--- config.mk ---
export PLATFORM = sky130hd
export DESIGN_NAME = wis_front
export DESIGN_NICKNAME = d
export VERILOG_FILES = /design/src/rtl/weighted_index_sampler_top_macros.svh /design/src/rtl/wis_pkg.sv /design/src/rtl/wis_front.sv
export SDC_FILE = /design/constraint.sdc
export NUM_CORES = 1
export LEC_CHECK = 0
export ABC_AREA = 1
export BUFFER_PORTS_ARGS = -buffer_cell sky130_fd_sc_hd__buf_2
export CORE_AREA = 3 3 137 139
export DETAILED_ROUTE_END_ITERATION = 10
export DIE_AREA = 0 0 140 142
export GPL_TIMING_DRIVEN = 0
export PLACE_DENSITY = 0.83
export SETUP_SLACK_MARGIN = 0.3
export SLEW_MARGIN = 15
export SYNTH_ARGS = -nofsm -noshare
export SYNTH_HDL_FRONTEND = slang
export SYNTH_SLANG_ARGS = --single-unit
--- constraint.sdc ---
create_clock -name clk -period 6 [get_ports clk]
set_input_delay 0.9 -clock clk [delete_from_list [all_inputs] [get_ports clk]]
set_output_delay 0.9 -clock clk [all_outputs]
set_load 0.1 [all_outputs]
--- src/rtl/weighted_index_sampler_top_macros.svh ---
// Assertion macros shared by the weighted index sampler RTL.
// Self-contained; the assertions compile away when SYNTHESIS is defined.
`ifndef WEIGHTED_INDEX_SAMPLER_TOP_MACROS_SVH
`define WEIGHTED_INDEX_SAMPLER_TOP_MACROS_SVH

`ifndef SYNTHESIS

// Same-cycle implication, disabled while reset is asserted.
`define WIS_ASSERT_IMPLIES(label, clk, rst_n, ante, cons) \
	label: assert property (@(posedge clk) disable iff (!rst_n) (ante) |-> (cons)) \
		else $error("weighted index sampler assertion failed");

// Next-cycle implication, disabled while reset is asserted.
`define WIS_ASSERT_NEXT(label, clk, rst_n, ante, cons) \
	label: assert property (@(posedge clk) disable iff (!rst_n) (ante) |=> (cons)) \
		else $error("weighted index sampler assertion failed");

`else

`define WIS_ASSERT_IMPLIES(label, clk, rst_n, ante, cons)
`define WIS_ASSERT_NEXT(label, clk, rst_n, ante, cons)

`endif

`endif

--- src/rtl/wis_pkg.sv ---
// Package for the weighted index sampler: sizes, function codes, queue item type.
// No dependencies.
package wis_pkg;

	localparam int unsigned MAX_ENTRIES = 4096;
	localparam int unsigned IDX_W       = $clog2(MAX_ENTRIES);
	localparam int unsigned CNT_W       = IDX_W + 1;
	localparam int unsigned SUM_W       = 44;
	localparam int unsigned WGT_W       = 32;
	localparam int unsigned FRAC_W      = 32;
	localparam int unsigned FUNC_W      = 2;
	localparam int unsigned PROD_W      = SUM_W - FRAC_W + FRAC_W;
	localparam int unsigned LOPROD_W    = 2 * FRAC_W;

	localparam logic [SUM_W-1:0] SUM_MAX  = '1;
	localparam logic [CNT_W-1:0] CNT_FULL = CNT_W'(MAX_ENTRIES);

	// Function codes on the request channel; the fourth code is ignored.
	localparam logic [FUNC_W-1:0] FUNC_CLEAR  = 2'd0;
	localparam logic [FUNC_W-1:0] FUNC_APPEND = 2'd1;
	localparam logic [FUNC_W-1:0] FUNC_SAMPLE = 2'd2;

	localparam logic STATUS_OK  = 1'b0;
	localparam logic STATUS_ERR = 1'b1;

	localparam int unsigned QUEUE_DEPTH = 4;
	localparam int unsigned QPTR_W      = $clog2(QUEUE_DEPTH);
	localparam int unsigned QCNT_W      = QPTR_W + 1;

	typedef enum logic [1:0] {
		OP_CLEAR,
		OP_APPEND,
		OP_SAMPLE
	} wis_op_t;

	typedef struct packed {
		wis_op_t            op;
		logic [WGT_W-1:0]   weight;
		logic [FRAC_W-1:0]  frac;
	} wis_item_t;

	// Head of the command queue as the back end sees it.
	typedef struct packed {
		logic      valid;
		wis_item_t item;
	} wis_head_t;

endpackage

--- src/rtl/wis_front.sv ---
// Front end: accepts request transfers, decodes the function and queues commands.
// Depends on wis_pkg.
module wis_front
	import wis_pkg::*;
(
	input  logic              clk,
	input  logic              arst_n,
	input  logic              req_valid,
	output logic              req_stall,
	input  logic [FUNC_W-1:0] func,
	input  logic [WGT_W-1:0]  weight,
	input  logic [FRAC_W-1:0] random_fraction,
	output wis_head_t         head,
	input  logic              pop
);

	wis_item_t          slots_q [QUEUE_DEPTH];
	logic [QPTR_W-1:0]  wr_ptr_q;
	logic [QPTR_W-1:0]  rd_ptr_q;
	logic [QCNT_W-1:0]  fill_q;
	logic               accept;
	logic               push;
	wis_item_t          item_in;

	assign req_stall = (fill_q == QCNT_W'(QUEUE_DEPTH));
	assign accept    = req_valid && !req_stall;

	// The unused function code is taken and dropped here.
	always_comb begin
		item_in.weight = weight;
		item_in.frac   = random_fraction;
		item_in.op     = OP_CLEAR;
		push           = 1'b0;
		unique case (func)
			FUNC_CLEAR: begin
				item_in.op = OP_CLEAR;
				push       = accept;
			end
			FUNC_APPEND: begin
				item_in.op = OP_APPEND;
				push       = accept;
			end
			FUNC_SAMPLE: begin
				item_in.op = OP_SAMPLE;
				push       = accept;
			end
			default: begin
				push = 1'b0;
			end
		endcase
	end

	always_ff @(posedge clk) begin
		if (push) begin
			slots_q[wr_ptr_q] <= item_in;
		end
	end

	always_ff @(posedge clk or negedge arst_n) begin
		if (!arst_n) begin
			wr_ptr_q <= '0;
			rd_ptr_q <= '0;
			fill_q   <= '0;
		end else begin
			if (push) begin
				wr_ptr_q <= wr_ptr_q + 1'b1;
			end
			if (pop) begin
				rd_ptr_q <= rd_ptr_q + 1'b1;
			end
			case ({push, pop})
				2'b10:   fill_q <= fill_q + 1'b1;
				2'b01:   fill_q <= fill_q - 1'b1;
				default: fill_q <= fill_q;
			endcase
		end
	end

	assign head.valid = (fill_q != '0);
	assign head.item  = slots_q[rd_ptr_q];

endmodule

### Word level (Yosys, flattened, before mapping)

Memories as Yosys holds them, arrays and structs flattened.
Index checks and enable logic that the tools add are counted.

* memories kept: 1
* flip-flop bits (word level): 7
* memory bits (writable): 264
* logic and storage cells: 24

Memories
* slots_q: words 4, bits a word 66, rd ports 1, clocked after memory_dff 0, wr ports 1, line wis_front.sv:17 `wis_item_t slots_q [QUEUE_DEPTH];`

* muxes and demuxes: 5
* add/subtract/negate cells: 4
* reductions and logical operators: 6
* equality and inequality tests: 5

Operators with widths (count)
* $pmux W3 S2: 1
* $add A2 B1 Y2 const B: 2
* $eq A2 B1 Y1 const B: 2
* $eq A2 B2 Y1 const B: 2
* $pmux W2 S2: 1
* $add A3 B1 Y3 const B: 1
* $eq A3 B3 Y1 const B: 1
* $mux W1: 3
* $reduce_bool A3 Y1: 1
* $reduce_or A3 Y1: 1
* $sub A3 B1 Y3 const B: 1
* $logic_not A2 Y1: 1
* $reduce_bool A2 Y1: 1
* $logic_and A1 B1 Y1: 1
* $logic_not A1 Y1: 1

### Depth between registers and ports, before layout

Gate-level depths: netlist of the first run.

* depth in word-level cells: 6
* mapped depth: 10

### Least setup slack after synthesis of the first run

Ideal clock, no wire load.

* path kind: input -> register
* start point: in req_valid
* end point: mem slots_q[0][0] (netlist name), enable pin
* data arrival time: 4.049 ns
* library setup time: 0.491 ns
* slack: 1.460 ns
* cell stages on the path: 4
* buffers on the path: 0
* data required time: 5.509 ns
* cell sequence: inv_1 a21oi_1 nand2_1 nor2_1

* longest elaborated chain between the ends: 4

Ends and longest elaborated chain
* start: declaration: line wis_front.sv:8 `input logic req_valid,`
* $logic_and A1 B1 Y1: line wis_front.sv:26 `assign accept = req_valid && !req_stall;`
* $mux W1: line wis_front.sv:34 `unique case (func)`
* $mux W1: line wis_front.sv:54 `if (push) begin`
* $mux W1 (not written as such): line wis_front.sv:55 `slots_q[wr_ptr_q] <= item_in;`
* end: declaration: line wis_front.sv:17

No other way between the ends.

==> summary.md, run 1 <==
| Metric | Value |
|---|---|
| RSZ-0062 raised after global routing | `no` |
| Sequential element share of the synthesized area | `0.7438` |
| WL/cell | `around 18 microns` |
| Post-route clock period utilization | `0.5153` |
| Slowest stage cell, crit path | `buf_2` |
| Max_slew headroom | `0.5175` |
| Initial DRC Count | `between 500 and 600` |
| Worst path required time | `about 5100 ps` |
| Synth Instances | `828` |
| Worst Path Max Fanout | `10` |
| Synthesized net count | `904` |
| Longest Clk Path Bufs | `3` |
| Hold slack final | `between 200 and 250 ps` |
| Layout cells sized above 1 | `0.2258` |
| Count of final setup violators | `0` |
| CTS Hold Bufs | `0` |
| Worst Clk Skew | `a little under 10 ps` |
| H-tree levels | `1` |
| Vias in the first global route | `roughly 7000` |
| Core area | `roughly 18000 sq um` |
| First-pass GRT wire length | `35620 microns` |
| DRC viols | `0` |
| Cts repair resizes | `0` |
| Status | `completed` |
| Initial antenna violation count | `2` |
| Congestion Overflow GR | `0` |
| Clock sink total | `approximately 270` |
| Ports | `138` |
| Die Width | `approximately 140 microns` |
| Unique cell type count in the Yosys netlist | `20` |
| Synth Cell Area | `10890 sq um` |
| Detailed Route WL | `between 20000 and 25000 microns` |
| Port buffer count | `137` |
| Number of buffers created by CTS | `26` |
| Post-route ant nets | `0` |
| Worst-skew pair later-pin latency | `520 ps` |
| GRT Overall Usage | `0.2296` |
| Final HPWL DP | `14200 microns` |
| Final hold vios | `0` |
| R2R Path Start | `fill_q[0]` |
| Worst-path clk slew | `approximately 60 ps` |
| P&R area growth vs syn | `19.12%` |
| Die Y | `142 microns` |
| TritonCTS clock tree | `done` |
| CP startpoint kind | `flip-flop` |
| Die Area | `19880 sq um` |
| Worst-Margin Slew | `722.1 ps` |
| Max cap viols | `0` |
| Initial cell density of the core | `0.6127` |
| Pin count of the biggest net entering global routing | `26` |
| Routability cong. | `between 0.7 and 0.8` |
| Most frequent cells in the layout | `edfxtp_1 (264), buf_2 (150), inv_1 (148)` |
| Arrival @ worst endpoint | `~2200 ps` |
| Hold Crit Class | `in2async` |
| Fill cell count | `around 1100` |
| Drt pass-1 iters | `5` |
| Total number of yosys warnings | `0` |
| Drt via density | `5.402` |
| # rows | `49` |
| Final Max Tran Viols | `0` |
| Worst setup startpoint | `rd_ptr_q[1]` |
| Nets | `1079` |
| CP max stage delay | `430 ps` |
| Setup bufs post-CTS | `0` |
| Synthesis-stage register bit count | `271` |
| F_max | `323.4 MHz` |
| CTS root buf | `clkbuf_16` |
| Commonest non-fill, non-tap cell in the layout | `edfxtp_1` |
| Syn_area_per_cell | `13.16 sq um` |
| Crit-path cells | `buf_4, clkbuf_1, a21oi_1, o21ai_1, nand2_1, buf_2` |
| Via Count | `6769` |
| Fin crit period | `3092 ps` |
| Critical Path End Type | `output pin` |
| Critical path type | `reg2out` |
## metal layers
layer	share of wire	global-route usage
met2	0.52	0.4067
met4	0.017	0.06629
met1	0.38	0.2958
met3	0.079	0.04066
met5	0.00044	0
## per-stage QoR
stage,util,setup TNS [ps],worst slack (ps),instance area [sq um],instances
finish,0.7299,0,2908,12980,1253
global route,0.7299,0,2831,12980,1253
CTS,0.7298,0,2892,12970,1252
detailed placement,0.6816,0,3131,12120,1204
global placement,0.6674,-185740,-805.7,11870,1194
floorplan,-,0,1460,10890,828
## cell families (layout without fill, tap and decap cells)
kind of cell,after synthesis,count (layout),share of synthesized area
flip-flops,271,271,0.7438
AO/OA/AOI/OAI,200,200,0.1070
buffers and inverters,193,388,0.08499
AND/OR/NAND/NOR,155,155,0.05421
adder cells (fa/ha/maj),6,6,0.007580
XOR/XNOR,3,3,0.002412
other,0,1,0
## sequential cells by signal, indices dropped and copies added (netlist names)
name	count
wr_ptr_q	2
slots_q	264
rd_ptr_q	2
fill_q	3
## area by class of cell
type	count	area, sq um	share of cell area
Tap cell	229	286.5	0.02208
Antenna cell	1	2.502	0.0001928
Clock inverter	17	165.2	0.01273
Clock buffer	31	690.7	0.05322
Buffer	45	370.4	0.02854
Multi-Input combinational cell	364	1896	0.1461
Inverter	148	555.5	0.04281
Timing Repair Buffer	147	908.4	0.07000
Sequential cell	271	8103	0.6244
## cells in the mapped netlist
cell type / number / area share
fa_1: 1 / 0.0018
clkbuf_1: 5 / 0.0017
o21ai_0: 17 / 0.0078
o21ai_1: 50 / 0.023
clkbuf_2: 1 / 0.00046
xor2_1: 1 / 0.00080
nand3_1: 5 / 0.0023
buf_4: 3 / 0.0021
o211ai_1: 66 / 0.045
buf_2: 13 / 0.0060
dfrtp_1: 7 / 0.016
edfxtp_1: 264 / 0.73
a21oi_1: 67 / 0.031
xnor2_1: 2 / 0.0016
nand4_1: 1 / 0.00057
nor2_1: 6 / 0.0021
ha_1: 5 / 0.0057
buf_6: 23 / 0.024
inv_1: 148 / 0.051
nand2_1: 143 / 0.049
## final timing paths
path	end	slack, ps	cells past startpoint
setup / recovery	head[7]	2910	6
hold / removal	fill_q[2]	220	1
setup reg to reg	slots_q[3][28]	3750	5
hold reg to reg	fill_q[2]	510	2
max in group asynchronous	rd_ptr_q[1]	5610	1
min in group clk	fill_q[2]	510	2
## critical path, delay by kind of cell (launching register included)
family / cells / cell delay [ps]
buffers and inverters: 3 / 870
DFF: 1 / 360
AOI/OAI and AO/OA: 2 / 360
and+or+nand+nor: 1 / 80
Power of run 1 is left out: the tool's default activity adds up to more than one toggle a clock period on the data nets, which glitch-free logic cannot reach.
==> run 2, diff against run 1 <==
Settings changed: CORE_AREA 3 3 137 139 to 3 3 142 144, DIE_AREA 0 0 140 142 to 0 0 145 147, PLACE_DENSITY 0.83 to 0.77.
Clock period 6 ns to 3.2 ns, I/O delays scaled along.
==> summary.md, run 2 (synthesized netlist as in run 1, its figures left out) <==
| Metric | Value |
|---|---|
| Status | `completed` |
| Commonest non-fill, non-tap cell in the layout | `edfxtp_1` |
| Arrival @ worst endpoint | `2190 ps (about the same)` |
| Initial DRC Count | `457 (-16%)` |
| Worst Clk Skew | `9.287 ps (-0.4324 ps)` |
| Hold Crit Start | `random_fraction[4]` |
| Final hold vios | `0 (unchanged)` |
| Most frequent cells in the layout | `edfxtp_1 (264), buf_2 (150), inv_1 (148)` |
| Cell count of the worst reg-to-reg path | `7 (+2)` |
| Top flop regs | `slots_q: 264 flops, fill_q: 3 flops` |
| PnR worst setup slack | `534.4 ps (-2374 ps)` |
| WL/cell | `17.40 microns (-4.2%)` |
| Via Count | `6704 (-0.96%)` |
| CP startpoint kind | `flip-flop` |
| First-pass GRT wire length | `34980 microns (-1.8%)` |
| R2R Setup Slk | `900 ps (-2850 ps)` |
| Longest Clk Path Bufs | `3 (unchanged)` |
| Worst-Margin Slew | `609.6 ps (-112.5 ps)` |
| Die Width | `145 microns (+3.6%)` |
| Port buffer count | `137 (unchanged)` |
| Vias in the first global route | `6781 (-0.54%)` |
| Hold Crit Depth | `1` |
| Reg with most FFs | `slots_q` |
| Post-route ant nets | `0 (unchanged)` |
| Post-route clock period utilization | `0.8330` |
| Count of final setup violators | `0 (unchanged)` |
| GRT Overall Usage | `0.2075 (-0.02210)` |
| Max reg flops | `264 (unchanged)` |
| CTS Hold Bufs | `1 (+1)` |
| Setup bufs post-CTS | `0 (unchanged)` |
| TritonCTS clock tree | `done` |
| Worst-path clk slew | `60 ps (about the same)` |
| Nets | `1082 (+0.28%)` |
| RSZ-0062 raised after global routing | `no` |
| Worst hold endpoint | `slots_q[3][4]` |
| Core area | `18830 sq um (+5.9%)` |
| Hold Crit Class | `in2reg` |
| DP Worst Slack | `636.7 ps (-2494 ps)` |
| Drt via density | `5.205 (-3.7%)` |
| Hold slack final | `181.9 ps (-35.12 ps)` |
| Worst R2R End | `slots_q[3][27]` |
| Max_slew headroom | `0.5926 (+0.07515)` |
| Worst path required time | `2720 ps (-2380 ps)` |
| Setup tns final | `0 ps (unchanged)` |
| P&R area growth vs syn | `20.39%` |
| Detailed Route WL | `22420 microns (-1.5%)` |
| Max cap viols | `0 (unchanged)` |
| Drt pass-1 iters | `5 (unchanged)` |
| Layout cells sized above 1 | `0.2251 (-0.0006603)` |
| Number of buffers created by CTS | `26 (unchanged)` |
| Multi-input gate area | `1896 sq um (unchanged)` |
| Die Area | `21320 sq um (+7.2%)` |
| Initial cell density of the core | `0.5785 (-0.03420)` |
| Ports | `138 (unchanged)` |
| Routability cong. | `0.7156 (-2.3%)` |
| DRC viols | `0 (unchanged)` |
| Die Y | `147 microns (+3.5%)` |
| Worst Path Max Fanout | `10 (unchanged)` |
| Final core utilization | `0.6965 (-0.03343)` |
| Register area | `8103 sq um (unchanged)` |
| Fill cell count | `1264 (+13%)` |
| Congestion Overflow GR | `0 (unchanged)` |
| R2R Path Start | `fill_q[1]` |
| Final HPWL DP | `14620 microns (+3.0%)` |
| Worst-skew pair later-pin latency | `510 ps (about the same)` |
| F_max | `around 380 MHz` |
| Pin count of the biggest net entering global routing | `26 (unchanged)` |
| Critical path type | `reg2out` |
| Critical Path End Type | `output pin` |
| # rows | `50 (+2.0%)` |
| Cts repair resizes | `0 (unchanged)` |
| Fin crit period | `2666 ps` |
| CTS root buf | `clkbuf_16` |
| H-tree levels | `1 (unchanged)` |
| Initial antenna violation count | `4 (+2)` |
| Final Max Tran Viols | `0 (unchanged)` |
| Clock sink total | `271 (unchanged)` |
==> run 2: changes by cell type in the layout (fill, tap and decap cells not counted) <==
cell / change
clkinv_1: -1
clkbuf_8: +1
buf_16: +3
clkbuf_1: +3
clkinv_2: -1
buf_12: -1
clkinvlp_4: -3
dlygate4sd3_1: +1
bufinv_16: +1
diode_2: +1
==> run 2: how the worst max path moves through the flow <==
stage / from / end / slack (ps) / cells past startpoint
5_1_grt: rd_ptr_q[0] / head[60] / 430 / 5
4_1_cts: rd_ptr_q[0] / head[55] / 510 / 5
3_3_place_gp: func[0] / slots_q[3][32] / -1350 / 4
3_5_place_dp: func[0] / slots_q[3][32] / 640 / 7
2_1_floorplan: req_valid / slots_q[0][0] / 140 / 4
6_report: rd_ptr_q[0] / head[55] / 530 / 5
==> run 2: through the flow <==
stage,cells,cell area (sq um)
finish,1288,13120
global route,1288,13120
CTS,1286,13110
detailed placement,1237,12220
global placement,1225,11920
floorplan,828,10900
==> run 2: routing by layer <==
layer  track usage  wire, microns  vias to the layer above
met4       0.05653            320                        4
li1              -              -                     3226
met2        0.3655          11460                      228
met3       0.04226           1583                       32
met1        0.2660           9028                     3214
met5             0             20                        -
==> run 2: area by class of cell <==
class,instances,share of cell area
multi-input combinational,364,0.1445
sequential,271,0.6178
clock inverter,13,0.01250
tap,260,0.02480
timing repair buffer,150,0.07479
buffer,45,0.02824
antenna,2,0.0003816
clock buffer,35,0.05457
inverter,148,0.04236
==> run 2: worst max-delay path, cell delays in order, from the launching register on <==
cell and delay, ps:
dfrtp_1 340, buf_6 110, clkbuf_1 460, o211ai_1 200, nand2_1 130, buf_2 430
Power of run 2 is left out for the same reason.
